### src/rtl/bhs_pkg.sv
`timescale 1ns / 1ps
package bhs_pkg;

    // Default sizes of the grid storage and of the coordinate fraction
    localparam int MAX_WIDTH_DEF     = 512;
    localparam int MAX_HEIGHT_DEF    = 512;
    localparam int FRACTION_BITS_DEF = 8;

    // Fixed field widths of the channels
    localparam int CELL_W      = 9;
    localparam int HEIGHT_W    = 16;
    localparam int COORD_W     = 18;
    localparam int CFG_INDEX_W = 1;
    localparam int CFG_DATA_W  = 10;

    // Depth of the queue between front and back
    localparam int QUEUE_DEPTH = 4;

    // Size registers come out of reset at 512 cells
    localparam logic [CFG_DATA_W-1:0] CFG_SIZE_RESET = 10'd512;

    // Command codes
    localparam logic CMD_WRITE  = 1'b0;
    localparam logic CMD_SAMPLE = 1'b1;

    // Configuration register indexes
    localparam logic [CFG_INDEX_W-1:0] REG_GRID_WIDTH  = 1'b0;
    localparam logic [CFG_INDEX_W-1:0] REG_GRID_HEIGHT = 1'b1;

    // Bits of a half index (cell index over two) for one grid dimension
    function automatic int half_bits(int max_dim);
        int cw;
        cw = $clog2(max_dim);
        return (cw > 1) ? cw - 1 : 1;
    endfunction

    // Bits of one queued command word
    function automatic int cmd_bits(int cb, int rb, int fb);
        return 1 + 2 * cb + 2 * rb + 2 + HEIGHT_W + 2 * fb;
    endfunction

endpackage

### src/rtl/bhs_queue.sv
`timescale 1ns / 1ps
module bhs_queue
    import bhs_pkg::*;
#(
    parameter int WIDTH = 1,
    parameter int DEPTH = QUEUE_DEPTH
) (
    input  logic             i_clk,
    input  logic             i_rst_n,
    input  logic             i_push,
    input  logic [WIDTH-1:0] i_data,
    output logic             o_full,
    input  logic             i_pop,
    output logic             o_valid,
    output logic [WIDTH-1:0] o_data
);

    localparam int PW   = (DEPTH > 1) ? $clog2(DEPTH) : 1;
    localparam int CNTW = $clog2(DEPTH + 1);

    logic [WIDTH-1:0] r_data [DEPTH];
    logic [PW-1:0]    r_wr_ptr;
    logic [PW-1:0]    r_rd_ptr;
    logic [CNTW-1:0]  r_count;

    function automatic logic [PW-1:0] ptr_next(logic [PW-1:0] p);
        return (p == PW'(DEPTH - 1)) ? '0 : p + PW'(1);
    endfunction

    // Advance pointers and fill count
    always_ff @(posedge i_clk) begin
        if (!i_rst_n) begin
            r_wr_ptr <= '0;
            r_rd_ptr <= '0;
            r_count  <= '0;
        end else begin
            if (i_push) begin
                r_wr_ptr <= ptr_next(r_wr_ptr);
            end
            if (i_pop) begin
                r_rd_ptr <= ptr_next(r_rd_ptr);
            end
            if (i_push && !i_pop) begin
                r_count <= r_count + CNTW'(1);
            end else if (!i_push && i_pop) begin
                r_count <= r_count - CNTW'(1);
            end
        end
    end

    // Store pushed words
    always_ff @(posedge i_clk) begin
        if (i_push) begin
            r_data[r_wr_ptr] <= i_data;
        end
    end

    assign o_full  = r_count == CNTW'(DEPTH);
    assign o_valid = r_count != '0;
    assign o_data  = r_data[r_rd_ptr];

endmodule

### config.mk
export PLATFORM = sky130hd
export DESIGN_NAME = bhs_queue
export DESIGN_NICKNAME = d
export VERILOG_FILES = /design/src/rtl/bhs_pkg.sv /design/src/rtl/bhs_queue.sv
export SDC_FILE = /design/constraint.sdc
export NUM_CORES = 1
export LEC_CHECK = 0
export ABC_AREA = 1
export ABC_CLOCK_PERIOD_IN_PS = 1760
export BUFFER_PORTS_ARGS = -buffer_cell sky130_fd_sc_hd__buf_2
export CORE_MARGIN = 5
export CORE_UTILIZATION = 48
export DETAILED_ROUTE_END_ITERATION = 6
export PLACE_DENSITY = 0.68
export SLEW_MARGIN = 5
export SYNTH_ARGS = -nofsm -noshare
export SYNTH_HDL_FRONTEND = slang
export SYNTH_SLANG_ARGS = --single-unit
### constraint.sdc
create_clock -name i_clk -period 1.76 [get_ports i_clk]
set_clock_uncertainty 0.2 [all_clocks]
set_input_delay 0 -clock i_clk [delete_from_list [all_inputs] [get_ports i_clk]]
set_output_delay 0 -clock i_clk [all_outputs]
set_load 0.005 [all_outputs]
==> impl_metrics.py <==
metrics = {
    "cts": {
        "clkTransAtPathRegs_ns": 0.07,
        "cts_root_buf": "clkbuf_4",
        "tritoncts.num_buffers": 3,
        "clk_latency_ns": 0.27,
        "cts_buffer_depth": 2,
        "htree_levels": 1,
        "numClockSinks": 13,
        "cts_tree": "yes",
    },
    "power": {
        "switching_share_pct": 27.1,
        "ir_drop_v": 0.000616,
        "switchingPower_w": 0.000185,
        "p_leak_nw": 0.377,
        "power-per-cell-area_mw_per_mm2": 889,
        "p_int_w": 0.000500,
        "p_comb_share_pct": 21.4,
        "seq_power_share_pct": 52.5,
        "p_clk_share_pct": 26.0,
    },
    "floorplanning": {
        "die_h_um": 46.9,
        "io-pin-count": 8,
        "design.die.area_mm2": 0.00219,
        "coreArea_mm2": 0.00128,
        "start_util_pct": 50.7,
        "fp.dieW_um": 46.9,
        "num_rows": 13,
    },
    "finish": {
        "fin_util_pct": 60.0,
        "antenna_cells": 0,
        "drive_above_1_share_pct": 27.1,
        "nets": 98,
        "area_growth_pct": 18.2,
    },
    "placed_design": {
        "gp_congestion": 0.734,
        "port_buffers": 7,
        "place_hpwl_um": 716,
        "place_ws_ns": 0.291,
    },
    "synth": {
        "yosysUniqueCellTypes": 19,
        "synth_xor_area_share_pct": 2.69,
        "ys_ff_latch": 13,
        "syn_nets": 83,
        "synthCells": 71,
        "yosys.area_share.simple_pct": 19.4,
        "yosysTopAreaCell": "dfxtp_1",
        "ys.warnings.count": 0,
        "synth_top_family_by_area": "simple AND/OR/NAND/NOR gates",
        "synth_top_area_share_pct": 27.6,
        "synth_mux_area_share_pct": 0,
        "synthTopCellsByArea": "dfxtp_1, edfxtp_1, ha_1",
        "synth_compound_area_share_pct": 5.37,
        "syn_area_per_cell_um2": 9.18,
        "synth_area_um2": 652,
        "synthAdderAreaFrac_pct": 14.6,
        "seq_area_frac_synth_pct": 46.1,
    },
    "detailed_routing": {
        "first_pass_iters": 4,
        "drt-vias-per-instance": 4.64,
        "drt-initial-drc-count": 10,
        "finalWirelength_um": 964,
        "detail-route-antenna-nets": 0,
        "remaining_drc_errors": 0,
        "num_vias": 464,
        "avgRoutedWirePerCell_um": 9.64,
    },
    "status": {
        "outcome": "finished clean",
    },
    "timing": {
        "finalSetupViolations": 0,
        "fmax_mhz": 593,
        "period_share_pct": 95.8,
        "finalMaxSlewViolations": 0,
        "fin_ws_ns": 0.0733,
        "final.setup.tns_ns": 0,
        "final-hold-violation-count": 0,
        "rsz0062_at_grt": "no",
        "max_slew_margin_pct": 85.4,
        "fin_crit_ns": 1.69,
        "holdWs_ns": 0.273,
        "worstMarginPinSlew_ns": 0.219,
    },
    "setup_path": {
        "cp_num_buf_inv": 6,
        "crit_family": "buffers and inverters",
        "worstSetupPathType": "input pin to flip-flop",
        "end_kind": "flip-flop",
        "crit_chain": "dlygate4sd3_1 > buf_2 > inv_2 > ha_2 > inv_2 > fa_2 > inv_1 > nand2_1 > nand3_1 > nand2_1 > inv_1 > nor2_2",
        "cpPeakStageDelay_ns": 0.53,
        "critPathMaxFanout": 4,
        "cp_slowest_cell": "dlygate4sd3_1",
        "startpoint_type": "input pin",
        "cp.required_ns": 1.74,
        "critPathArrivalTime_ns": 1.67,
    },
    "grt": {
        "grt_pass1_vias": 419,
        "grt_pass1_wl_mm": 1.65,
        "grt.overflow.total": 0,
        "grt_max_degree": 9,
        "antenna_found_initial": 0,
        "grt_usage_pct": 10.9,
    },
    "job": {
        "cap_violations": 0,
    },
    "min_path": {
        "hp-class": "input pin to flip-flop",
    },
}
-- cells by family after synthesis --
kind of cell             count (synthesis)
adder cells (fa/ha/maj)                  7
AO/OA/AOI/OAI                            7
AND/OR/NAND/NOR                         27
flip-flops                              13
buffers and inverters                   15
XOR/XNOR                                 2
-- power groups by stage --
| stage | sequential, W | clock (W) | combinational (W) |
|---|---|---|---|
| global route | 0.000365 | 0.000198 | 0.000168 |
| CTS | 0.000360 | 0.000184 | 0.000143 |
| finish | 0.000360 | 0.000178 | 0.000147 |
| global placement | 0.000366 | 0 | 0.000130 |
| floorplan | 0.000362 | 0 | 0.000103 |
| detailed placement | 0.000367 | 0 | 0.000135 |
-- per-stage QoR --
step	instance area, µm²	std cells	total power [W]
CTS	761	100	0.000686
global placement	694	92	0.000496
floorplan	652	71	0.000465
finish	771	100	0.000685
detailed placement	694	92	0.000502
global route	771	100	0.000731
-- cells in the final DEF (no fill, tap or decap), types with 2 or more instances in the layout --
cell type	n
a21oi_1	2
buf_2	6
clkbuf_4	4
dfxtp_1	9
dlygate4sd3_1	4
edfxtp_1	4
ha_1	5
inv_1	8
inv_2	5
nand2_1	8
nor2_1	12
nor3_2	3
o21ai_0	3
o21ai_1	2
-- synthesized netlist by cell type --
library cell and count:
o21ai_1 2, edfxtp_1 4, nand4_1 1, nand2_2 1, nand2_1 8, nor3_2 3, fa_1 1, ha_1 6
o21ai_0 3, nor2_1 13, nand3_1 1, buf_6 1, xnor2_1 1, dfxtp_1 9, a21oi_1 2, inv_1 8
bufinv_8 1, xor2_1 1, inv_2 5
-- what timing repair did --
item                       in CTS  in global routing
setup endpoints to repair       0                  1
hold endpoints to repair       17                  0
resized for setup               0                  4
buffers inserted                0                  0
hold buffers                    4                  0
-- metal layers --
| metal | vias up | GRT usage, % | part of all wire [%] |
|---|---|---|---|
| met5 | - | 0 | 0 |
| met4 | 0 | 3.31 | 1.6 |
| met3 | 2 | 5.75 | 5.5 |
| met2 | 6 | 16.5 | 47 |
| met1 | 205 | 13.5 | 46 |
| li1 | 251 | - | - |
-- final cells by class --
type	instances	area [µm²]
Tap cell	15	18.8
Fill cell	118	514
Timing Repair Buffer	11	77.6
Sequential cell	13	300
Clock buffer	4	26.3
Multi-Input combinational cell	43	282
Inverter	14	66.3
-- path summary, 6_finish.rpt --
kind	from	end	slack (ns)	depth (start not counted)
max	i_pop	r_count[2]$_SDFFE_PN0P_	0.07	12
min	i_data	r_data[3]$_DFFE_PP_	0.27	2
min reg2reg	r_count[1]$_SDFFE_PN0P_	r_count[1]$_SDFFE_PN0P_	0.36	2
max reg2reg	r_count[0]$_SDFFE_PN0P_	r_count[2]$_SDFFE_PN0P_	0.34	7
Power figures use the tool's default switching activity.
