## src/rtl/bhs_pkg.sv

```systemverilog
`timescale 1ns / 1ps
package bhs_pkg;

    // Default sizes of the grid storage and of the coordinate fraction
    localparam int MAX_WIDTH_DEF     = 512;
    localparam int MAX_HEIGHT_DEF    = 512;
    localparam int FRACTION_BITS_DEF = 8;

    // Fixed field widths of the channels
    localparam int CELL_W      = 9;
    localparam int HEIGHT_W    = 16;
    localparam int COORD_W     = 18;
    localparam int CFG_INDEX_W = 1;
    localparam int CFG_DATA_W  = 10;

    // Depth of the queue between front and back
    localparam int QUEUE_DEPTH = 4;

    // Size registers come out of reset at 512 cells
    localparam logic [CFG_DATA_W-1:0] CFG_SIZE_RESET = 10'd512;

    // Command codes
    localparam logic CMD_WRITE  = 1'b0;
    localparam logic CMD_SAMPLE = 1'b1;

    // Configuration register indexes
    localparam logic [CFG_INDEX_W-1:0] REG_GRID_WIDTH  = 1'b0;
    localparam logic [CFG_INDEX_W-1:0] REG_GRID_HEIGHT = 1'b1;

    // Bits of a half index (cell index over two) for one grid dimension
    function automatic int half_bits(int max_dim);
        int cw;
        cw = $clog2(max_dim);
        return (cw > 1) ? cw - 1 : 1;
    endfunction

    // Bits of one queued command word
    function automatic int cmd_bits(int cb, int rb, int fb);
        return 1 + 2 * cb + 2 * rb + 2 + HEIGHT_W + 2 * fb;
    endfunction

endpackage

```

## src/rtl/bhs_front.sv

```systemverilog
`timescale 1ns / 1ps
module bhs_front
    import bhs_pkg::*;
#(
    parameter int MAX_WIDTH     = MAX_WIDTH_DEF,
    parameter int MAX_HEIGHT    = MAX_HEIGHT_DEF,
    parameter int FRACTION_BITS = FRACTION_BITS_DEF
) (
    input  logic                      i_clk,
    input  logic                      i_rst_n,
    input  logic                      i_in_valid,
    output logic                      o_in_stall,
    input  logic                      i_command,
    input  logic [CELL_W-1:0]         i_cell_column,
    input  logic [CELL_W-1:0]         i_cell_row,
    input  logic [HEIGHT_W-1:0]       i_height_value,
    input  logic signed [COORD_W-1:0] i_sample_x,
    input  logic signed [COORD_W-1:0] i_sample_y,
    input  logic                      i_cfg_we,
    input  logic [CFG_INDEX_W-1:0]    i_cfg_index,
    input  logic [CFG_DATA_W-1:0]     i_cfg_data,
    output logic                      o_push,
    output logic [cmd_bits(half_bits(MAX_WIDTH), half_bits(MAX_HEIGHT), FRACTION_BITS)-1:0] o_cmd,
    input  logic                      i_q_full
);

    localparam int CW  = $clog2(MAX_WIDTH);
    localparam int RW  = $clog2(MAX_HEIGHT);
    localparam int CB  = half_bits(MAX_WIDTH);
    localparam int RB  = half_bits(MAX_HEIGHT);
    localparam int FB  = FRACTION_BITS;
    localparam int IPW = COORD_W - 1 - FB;

    typedef struct packed {
        logic                sample;
        logic [CB-1:0]       col_even;
        logic [CB-1:0]       col_odd;
        logic [RB-1:0]       row_even;
        logic [RB-1:0]       row_odd;
        logic                col_par;
        logic                row_par;
        logic [HEIGHT_W-1:0] height;
        logic [FB-1:0]       tx;
        logic [FB-1:0]       ty;
    } t_cmd;

    // Last usable index for a size register value: zero acts as one, large values clip
    function automatic int size_last(logic [CFG_DATA_W-1:0] v, int limit);
        if (v == '0) begin
            return 0;
        end else if (int'(v) > limit) begin
            return limit - 1;
        end else begin
            return int'(v) - 1;
        end
    endfunction

    logic [CW-1:0]  r_w_last;
    logic [RW-1:0]  r_h_last;
    logic           r_valid;
    t_cmd           r_cmd;
    t_cmd           n_cmd;
    logic           n_keep;
    logic           f_adv;

    logic [IPW-1:0] x_int;
    logic [IPW-1:0] y_int;
    logic           x_sat;
    logic           y_sat;
    logic [CW-1:0]  x0;
    logic [RW-1:0]  y0;
    logic [FB-1:0]  tx;
    logic [FB-1:0]  ty;
    logic           wr_ok;

    // Hold the size registers as last valid indexes
    always_ff @(posedge i_clk) begin
        if (!i_rst_n) begin
            r_w_last <= CW'(size_last(CFG_SIZE_RESET, MAX_WIDTH));
            r_h_last <= RW'(size_last(CFG_SIZE_RESET, MAX_HEIGHT));
        end else if (i_cfg_we) begin
            unique case (i_cfg_index)
                REG_GRID_WIDTH:  r_w_last <= CW'(size_last(i_cfg_data, MAX_WIDTH));
                REG_GRID_HEIGHT: r_h_last <= RW'(size_last(i_cfg_data, MAX_HEIGHT));
                default: ;
            endcase
        end
    end

    // Clamp the column coordinate: negative goes to zero, at or past the last
    // column goes to the last column with no fraction
    assign x_int = i_sample_x[COORD_W-2:FB];
    assign x_sat = 32'(x_int) >= 32'(r_w_last);

    always_comb begin
        if (i_sample_x[COORD_W-1]) begin
            x0 = '0;
            tx = '0;
        end else if (x_sat) begin
            x0 = r_w_last;
            tx = '0;
        end else begin
            x0 = CW'(x_int);
            tx = i_sample_x[FB-1:0];
        end
    end

    // Clamp the row coordinate the same way
    assign y_int = i_sample_y[COORD_W-2:FB];
    assign y_sat = 32'(y_int) >= 32'(r_h_last);

    always_comb begin
        if (i_sample_y[COORD_W-1]) begin
            y0 = '0;
            ty = '0;
        end else if (y_sat) begin
            y0 = r_h_last;
            ty = '0;
        end else begin
            y0 = RW'(y_int);
            ty = i_sample_y[FB-1:0];
        end
    end

    // Drop writes that fall outside the storage
    assign wr_ok = (32'(i_cell_column) < MAX_WIDTH) && (32'(i_cell_row) < MAX_HEIGHT);

    // Split cells over the four parity banks: the even and odd neighbor of
    // each dimension get their own half index
    always_comb begin
        n_cmd = '0;
        if (i_command == CMD_SAMPLE) begin
            n_cmd.sample   = 1'b1;
            n_cmd.col_par  = x0[0];
            n_cmd.col_odd  = CB'(x0 >> 1);
            n_cmd.col_even = CB'(x0 >> 1) + CB'(x0[0]);
            n_cmd.row_par  = y0[0];
            n_cmd.row_odd  = RB'(y0 >> 1);
            n_cmd.row_even = RB'(y0 >> 1) + RB'(y0[0]);
            n_cmd.tx       = tx;
            n_cmd.ty       = ty;
        end else begin
            n_cmd.sample   = 1'b0;
            n_cmd.col_par  = i_cell_column[0];
            n_cmd.col_odd  = CB'(i_cell_column >> 1);
            n_cmd.col_even = CB'(i_cell_column >> 1);
            n_cmd.row_par  = i_cell_row[0];
            n_cmd.row_odd  = RB'(i_cell_row >> 1);
            n_cmd.row_even = RB'(i_cell_row >> 1);
            n_cmd.height   = i_height_value;
        end
        n_keep = (i_command == CMD_SAMPLE) || wr_ok;
    end

    // Register the classified word until the queue takes it
    assign f_adv      = !r_valid || !i_q_full;
    assign o_in_stall = !f_adv;

    always_ff @(posedge i_clk) begin
        if (!i_rst_n) begin
            r_valid <= 1'b0;
        end else if (f_adv) begin
            r_valid <= i_in_valid && n_keep;
        end
    end

    always_ff @(posedge i_clk) begin
        if (f_adv) begin
            r_cmd <= n_cmd;
        end
    end

    assign o_push = r_valid && !i_q_full;
    assign o_cmd  = r_cmd;

endmodule

```

## config.mk

```make
export PLATFORM = sky130hd
export DESIGN_NAME = bhs_front
export DESIGN_NICKNAME = d
export VERILOG_FILES = /design/src/rtl/bhs_pkg.sv /design/src/rtl/bhs_front.sv
export SDC_FILE = /design/constraint.sdc
export NUM_CORES = 1
export LEC_CHECK = 0
export ABC_CLOCK_PERIOD_IN_PS = 4660
export BUFFER_PORTS_ARGS = -buffer_cell sky130_fd_sc_hd__buf_2
export CORE_MARGIN = 8
export CORE_UTILIZATION = 56
export CTS_BUF_LIST = sky130_fd_sc_hd__clkbuf_4 sky130_fd_sc_hd__clkbuf_8
export CTS_CLUSTER_SIZE = 25
export DETAILED_ROUTE_END_ITERATION = 6
export PLACE_DENSITY_LB_ADDON = 0.15
export SYNTH_ARGS = -nofsm -noshare
export SYNTH_HDL_FRONTEND = slang
export SYNTH_SLANG_ARGS = --single-unit
```

## constraint.sdc

```tcl
create_clock -name i_clk -period 4.66 [get_ports i_clk]
set_input_delay 0.466 -clock i_clk [delete_from_list [all_inputs] [get_ports i_clk]]
set_output_delay 0.466 -clock i_clk [all_outputs]
set_load 0.005 [all_outputs]
```

==> results.yml, run 1 <==
power:
  p_seq_share_pct: 51.9
  pwr_density_cell_nw_per_um2: 315.3
  ir_drop_v: 0.0001652
  swShare_pct: 26.87
  power.internal_mw: 1.303
  clockPowerShare_pct: 30.3
  power_mw: 1.782
  p_leak_nw: 2.767
  combPwrFrac_pct: 17.7
  p_sw_mw: 0.4788
clock_network:
  clk_pin_slew_ns: 0.09
  h-tree-depth: 3
  cts_resized: 0
  clkSinkCount: 86
  clk_latency_ns: 0.35
  cts_tree: "done"
  ctsHoldBuffers: 0
  cts_setup_buffers: 0
  cts-root-buf: "clkbuf_8"
  clk_path_buf_depth: 2
  cts_buffers: 9
global_route:
  grtUsageTotal_pct: 20.16
  grt_max_degree: 40
  grt_pass1_vias: 3596
  antenna_found_initial: 0
  grt_pass1_wl_um: 18370
  overflow: 0
detailed_routing:
  vias: 3651
  drtIter0Drc: 179
  drc: 0
  dr.pass1.iters: 4
  finalWirelength_um: 11600
  ant_nets: 0
  vias_per_cell: 5.409
  post_drt_wl_per_cell_um: 17.18
yosys:
  ys_types: 52
  seq_area_frac_synth_pct: 52.07
  syn_nets: 522
  synth_edf_count: 67
  synth_cells: 412
  ys_async_sr_fraction_pct: 0
  synth_top_area_share_pct: 43.79
  yosysTopAreaCell: "edfxtp_1"
  ys_ff_latch: 86
  ys_warn_count: 0
  synth.area.top_cells: "edfxtp_1 44%, dfxtp_1 8.3%, ha_1 6.3%"
  synthFlopType: "edfxtp_1"
  syn_avg_cell_area_um2: 11.15
  netlist_area_um2: 4594
worst_setup_path:
  cp_data_arrival_time_ns: 4.09
  cp_max_fo: 20
  end_kind: "register"
  criticalPathCategory: "register to register"
  worstPathRequired_ns: 4.77
  start_kind: "register"
timing:
  maxSlewHeadroom_pct: 31.76
  rsz0062_at_grt: "false"
  min_period_ns: 3.973
  setup_violations: 0
  drv_slew: 0
  tns_ns: 0
  fin_hold_ws_ns: 0.3200
  fin_skew_ns: 0.009486
  fmax_mhz: 251.7
  hold_violations: 0
  fin_crit_sh_pct: 85.26
  worst_pin_slew_ns: 1.021
layout:
  final_common_cell: "buf_2"
  nNetsFinal: 675
  most-common-layout-cells: "155 x buf_2, 67 x edfxtp_1, 40 x nand2_1, 24 x nor2_1, 23 x ha_1"
  fillers: 657
  area_growth_pct: 23.01
  drive_gt1_share_pct: 35.09
  diodes: 0
  final_area_um2: 5652
placement:
  hpwlAfterDp_um: 9072
  placed_area_um2: 5446
  portBuffers: 155
  gp_congestion: 0.9082
outcome:
  status: "finished, final reports clean"
die:
  start_util_pct: 56.77
  num_io_pins: 156
  die_x_um: 106.6
  dieArea_um2: 11360
  rows: 33
  core-area_um2: 8093
  fp.dieH_um: 106.6
worst_hold_path:
  worstHoldPathType: "input pin to register"
run:
  max_cap_violations: 0
-- flip-flops by register name (all words and copies together), names as in the netlist --
name / count
r_w_last: 9
r_h_last: 9
o_cmd: 67
r_valid: 1
-- synthesized netlist by cell type (5+ instances only) --
master / n
xor2_1: 5
nand3_1: 10
a21oi_1: 18
mux2_2: 14
edfxtp_1: 67
nor2_1: 24
and3_1: 10
mux2i_1: 19
o211ai_1: 17
clkbuf_1: 11
and2_1: 10
o21ai_1: 11
inv_1: 21
nand2_1: 41
nor2b_1: 19
ha_1: 23
o21ai_0: 6
dfxtp_1: 19
xnor2_1: 9
-- worst max-delay path: stages (launching register included) --
cell and delay (ns):
dfxtp_1 0.41, inv_1 0.07, ha_1 0.28, and4_1 0.23, o211ai_1 0.11, o211ai_2 0.81, a21oi_1 0.23, nor2_1 0.20
ha_1 0.26, ha_1 0.21, nand2b_1 0.12, nor3_1 0.24, a41oi_1 0.19, xnor2_1 0.19, a21o_1 0.18
-- power groups by stage --
| stage | registers [mW] | clock network [mW] | logic, mW |
|---|---|---|---|
| 2_1_floorplan | 0.948 | 0 | 0.170 |
| 3_3_place_gp | 0.940 | 0 | 0.309 |
| 3_5_place_dp | 0.944 | 0 | 0.316 |
| 4_1_cts | 0.926 | 0.551 | 0.319 |
| 5_1_grt | 0.933 | 0.579 | 0.350 |
| 6_report | 0.925 | 0.541 | 0.316 |
-- area by class of cell --
class | instances | area (um^2) | share of cell area (%)
Clock buffer | 9 | 123.9 | 2.192
Clock inverter | 7 | 81.33 | 1.439
Tap cell | 105 | 131.4 | 2.325
Sequential cell | 86 | 2392 | 42.33
Multi-Input combinational cell | 288 | 2042 | 36.13
Inverter | 22 | 82.58 | 1.461
Timing Repair Buffer | 158 | 798.3 | 14.12
-- through the flow --
stage	setup slack (ns)	cells	util [%]
finish	0.6870	675	69.84
global route	0.3881	675	69.84
CTS	0.7182	675	69.84
detailed placement	0.5994	659	67.30
global placement	0.8371	659	67.30
floorplan	1.365	412	-
-- logic make-up after synthesis --
kind of cell	synth area share, %
AND/OR/NAND/NOR	16.86
flip-flops	52.07
AO/OA/AOI/OAI	11.03
buffers and inverters	3.540
multiplexers	7.571
adder cells (fa/ha/maj)	6.264
XOR/XNOR	2.669
-- routing by layer --
| layer | vias up | share of wire, % | global-route usage (%) |
|---|---|---|---|
| met5 | - | 0 | 0 |
| met2 | 107 | 49 | 33.66 |
| met1 | 1721 | 43 | 24.92 |
| met3 | 14 | 6.1 | 5.039 |
| met4 | 0 | 1.4 | 6.834 |
| li1 | 1809 | - | - |
-- path summary, 6_finish.rpt --
kind | startpoint | cells past startpoint | to | slack (ns)
setup reg to reg | r_w_last[6] | 14 | o_cmd[64] | 0.69
setup / recovery | r_w_last[6] | 14 | o_cmd[64] | 0.69
hold reg to reg | r_h_last[1] | 2 | r_h_last[1] | 0.52
hold / removal | i_in_valid | 2 | r_valid | 0.32
(Power assumes the default switching activity.)
==> inputs of run 2 (changes only) <==
Settings changed: ABC_CLOCK_PERIOD_IN_PS 4660 to 3800, CORE_UTILIZATION 56 to 52.
Clock period 4.66 ns to 3.8 ns, I/O delays scaled along.
==> results.yml, run 2 (same netlist as run 1, synthesis figures left out) <==
timing:
  fin_hold_ws_ns: 0.2382
  drv_slew: 0
  fin_crit_sh_pct: 88.10
  maxSlewHeadroom_pct: 46.97
  min_period_ns: 3.348
  worst_pin_slew_ns: 0.7926
  setup_violations: 0
  tns_ns: 0
  hold_violations: 0
  rsz0062_at_grt: "false"
  fmax_mhz: 298.7
  fin_skew_ns: 0.01419
worst_setup_path:
  slowest_stage: "dfxtp_1"
  cp_max_fo: 8
  reg2reg_depth: 14
  worstPathRequired_ns: 3.90
  critPathMostFrequentCell: "ha_1"
  cp_data_arrival_time_ns: 3.45
  end_kind: "register"
  path_cells: "inv_1, ha_1, and4_1, o211ai_1, o211ai_2, mux2i_1, nor2_1, ha_1, ha_1, nand2b_1, nor3_1, a41oi_1, xnor2_1, a21o_1"
  crit_end: "o_cmd[64]"
  worstReg2RegEnd: "o_cmd[64]"
  critPathLaunch: "r_w_last[6]"
  criticalPathCategory: "register to register"
  critPathMaxStageDelay_ns: 0.43
  start_kind: "register"
  r2r_slack_ns: 0.45
  r2r_start: "r_w_last[6]"
clock_network:
  clk_path_buf_depth: 2
  h-tree-depth: 3
  cts_setup_buffers: 0
  cts_resized: 0
  clkSinkCount: 86
  ctsHoldBuffers: 0
  clk_pin_slew_ns: 0.09
  clk_latency_ns: 0.35
  cts_tree: "done"
  cts_buffers: 9
  cts-root-buf: "clkbuf_8"
global_route:
  grtUsageTotal_pct: 19.24
  grt_pass1_wl_um: 18370
  grt_pass1_vias: 3681
  grt_max_degree: 39
  overflow: 0
  antenna_found_initial: 0
layout:
  nNetsFinal: 676
  diodes: 0
  final_common_cell: "buf_2"
  instances_no_fill: 679
  drive_gt1_share_pct: 35.20
  area_growth_pct: 22.66
  most-common-layout-cells: "155 x buf_2, 67 x edfxtp_1, 40 x nand2_1, 24 x nor2_1, 23 x ha_1"
  final_area_um2: 5635
  largest_reg_flops: 67
die:
  core-area_um2: 8636
  rows: 34
  dieArea_um2: 12100
  num_io_pins: 156
  die_x_um: 110.0
  start_util_pct: 53.20
  fp.dieH_um: 110.0
run:
  max_cap_violations: 0
detailed_routing:
  vias: 3640
  drc: 0
  dr.pass1.iters: 4
  finalWirelength_um: 11810
  drtIter0Drc: 229
  vias_per_cell: 5.361
  post_drt_wl_per_cell_um: 17.39
  ant_nets: 0
power:
  pwr_density_cell_nw_per_um2: 375.0
  ir_drop_v: 0.0001890
  power_mw: 2.113
  p_leak_nw: 2.753
placement:
  hpwlAfterDp_um: 9370
  placed_area_um2: 5458
  gp_congestion: 0.8957
  portBuffers: 155
  placed_cells: 663
outcome:
  status: "finished, final reports clean"
worst_hold_path:
  worstHoldPathType: "input pin to register"
-- run 2: changes by cell type in the layout (fill, tap and decap cells not counted) --
| cell | previous run | this run |
|---|---|---|
| clkinvlp_4 | 0 | 2 |
| inv_8 | 1 | 0 |
| clkbuf_4 | 0 | 1 |
| buf_4 | 3 | 4 |
| inv_6 | 2 | 1 |
| bufinv_16 | 1 | 0 |
-- run 2: worst min-delay path by stage --
stage                startpoint          end  cells after the start
global placement    r_h_last[1]  r_h_last[1]                      2
detailed placement  r_h_last[1]  r_h_last[1]                      2
global route         i_in_valid      r_valid                      2
floorplan           r_h_last[1]  r_h_last[1]                      2
CTS                  i_in_valid      r_valid                      2
finish               i_in_valid      r_valid                      2
-- run 2: area by class of cell --
class                   instances  area, um^2
fillers                       704        3000
flip-flops and latches         86        2392
multi-input cells             288        2042
repair buffers                159       805.8
well taps                     108       135.1
clock buffers                  10       131.4
inverters                      22       82.58
clock inverters                 6       46.29
-- run 2: through the flow --
step | setup slack [ns] | utilization [%]
5_1_grt | 0.1915 | 65.26
3_3_place_gp | 0.4937 | 63.20
6_report | 0.4524 | 65.26
4_1_cts | 0.4599 | 65.26
3_5_place_dp | 0.3990 | 63.20
2_1_floorplan | 0.5911 | -
-- run 2: metal layers --
layer | track usage, % | vias to the layer above | part of all wire, %
met5 | 0 | - | 0
met4 | 4.339 | 0 | 0.75
met3 | 3.372 | 8 | 7.4
met2 | 32.75 | 117 | 48
met1 | 24.95 | 1714 | 44
li1 | - | 1801 | -
-- run 2: worst max-delay path, delay by kind of cell (launching register included) --
kind | cells | cell delay, ns
mux | 1 | 0.15
simple gates | 4 | 0.71
flops | 1 | 0.43
fa+ha+maj | 3 | 0.78
compound gates | 4 | 0.83
xor+xnor | 1 | 0.15
buf+inv | 1 | 0.07
-- run 2: power breakdown --
part / internal, mW / switching (mW)
Sequential: 1.10 / 0.0305
Combinational: 0.181 / 0.209
Clock: 0.249 / 0.340
==> inputs of run 3 (changes only) <==
Settings changed: CTS_BUF_LIST sky130_fd_sc_hd__clkbuf_4 sky130_fd_sc_hd__clkbuf_8 to sky130_fd_sc_hd__clkbuf_8.
==> results.yml, run 3 (same netlist as run 1, synthesis figures left out) <==
layout:
  most-common-layout-cells: "155 x buf_2, 67 x edfxtp_1, 40 x nand2_1, 24 x nor2_1, 23 x ha_1"
  fillers: 706
  final_common_cell: "buf_2"
  nNetsFinal: 676
  final_area_um2: 5632
  drive_gt1_share_pct: 35.03
  area_growth_pct: 22.58
  largest_reg_flops: 67
  diodes: 0
timing:
  fmax_mhz: 298.6
  hold_violations: 0
  maxSlewHeadroom_pct: 46.58
  fin_crit_sh_pct: 88.13
  rsz0062_at_grt: "false"
  fin_skew_ns: 0.01419
  worst_pin_slew_ns: 0.7984
  setup_violations: 0
  final.setup.worst_slack_ns: 0.4512
  tns_ns: 0
  drv_slew: 0
  fin_hold_ws_ns: 0.2382
  min_period_ns: 3.349
power:
  ir_drop_v: 0.0001894
  swShare_pct: 27.59
  p_leak_nw: 2.753
  combPwrFrac_pct: 18.6
  pwr_density_cell_nw_per_um2: 373.6
  power.internal_mw: 1.524
  clockPowerShare_pct: 27.6
  p_seq_share_pct: 53.9
  p_sw_mw: 0.5806
placement:
  pre_cts_ws_ns: 0.3990
  portBuffers: 155
  hpwlAfterDp_um: 9370
  gp_congestion: 0.8957
  placed_area_um2: 5458
detailed_routing:
  drtIter0Drc: 229
  ant_nets: 0
  finalWirelength_um: 11810
  post_drt_wl_per_cell_um: 17.40
  vias: 3649
  drc: 0
  dr.pass1.iters: 4
  vias_per_cell: 5.374
global_route:
  overflow: 0
  antenna_found_initial: 0
  grtUsageTotal_pct: 19.24
  grt_max_degree: 39
  grt_pass1_wl_um: 18370
  grt_pass1_vias: 3681
worst_setup_path:
  criticalPathCategory: "register to register"
  cp_num_buf_inv: 1
  path_delay_family: "compound AO/OA/AOI/OAI gates"
  cp_data_arrival_time_ns: 3.45
  start_kind: "register"
  path_cells: "inv_1, ha_1, and4_1, o211ai_1, o211ai_2, mux2i_1, nor2_1, ha_1, ha_1, nand2b_1, nor3_1, a41oi_1, xnor2_1, a21o_1"
  r2r_start: "r_w_last[6]"
  r2r_slack_ns: 0.45
  critPathMostFrequentCell: "ha_1"
  slowest_stage: "dfxtp_1"
  critPathLaunch: "r_w_last[6]"
  cp_max_fo: 8
  end_kind: "register"
  critPathMaxStageDelay_ns: 0.42
  worstPathRequired_ns: 3.90
worst_hold_path:
  min_from: "i_in_valid"
  worstHoldPathType: "input pin to register"
outcome:
  status: "finished, final reports clean"
die:
  core-area_um2: 8636
  fp.dieH_um: 110.0
  die_x_um: 110.0
  num_io_pins: 156
  dieArea_um2: 12100
  start_util_pct: 53.20
  rows: 34
clock_network:
  clkSinkCount: 86
  h-tree-depth: 3
  ctsHoldBuffers: 0
  cts_tree: "done"
  clk_latency_ns: 0.35
  cts_setup_buffers: 0
  clk_pin_slew_ns: 0.09
  cts_buffers: 9
  cts-root-buf: "clkbuf_8"
  cts_resized: 0
  clk_path_buf_depth: 2
run:
  max_cap_violations: 0
-- run 3: cell count changes in the layout (fill, tap and decap cells not counted), sizes merged --
cell,before,now
clkbuf,10,9
inv,23,24
-- run 3: layout make-up --
type | count | area [um^2] | share of cell area [%]
tap | 108 | 135.1 | 2.399
clock inverter | 7 | 50.05 | 0.8887
clock buffer | 9 | 123.9 | 2.200
timing repair buffer | 159 | 805.8 | 14.31
sequential | 86 | 2392 | 42.48
inverter | 22 | 82.58 | 1.466
multi-input combinational | 288 | 2042 | 36.26
-- run 3: stage by stage --
step	utilization, %	instances	power (mW)
floorplan	-	412	1.371
global placement	63.20	663	1.538
detailed placement	63.20	663	1.549
CTS	65.21	679	2.124
global route	65.21	679	2.209
finish	65.21	679	2.104
-- run 3: power groups by stage --
stage / clock (mW) / sequential [mW] / combinational [mW]
after global routing: 0.632 / 1.14 / 0.435
after global placement: 0 / 1.15 / 0.384
after detailed placement: 0 / 1.16 / 0.392
final: 0.580 / 1.13 / 0.390
after CTS: 0.594 / 1.13 / 0.395
after floorplan: 0 / 1.16 / 0.208
-- run 3: worst paths after layout --
path                  to  cells past startpoint
min reg2reg  r_h_last[1]                      2
min              r_valid                      2
max reg2reg    o_cmd[64]                     14
max            o_cmd[64]                     14
-- run 3: routing by layer --
layer	global-route usage (%)	up-vias	routed length (um)
met5	0	-	0
met4	4.339	0	89
met3	3.372	8	878
met2	32.75	117	5700
met1	24.95	1723	5145
li1	-	1801	-
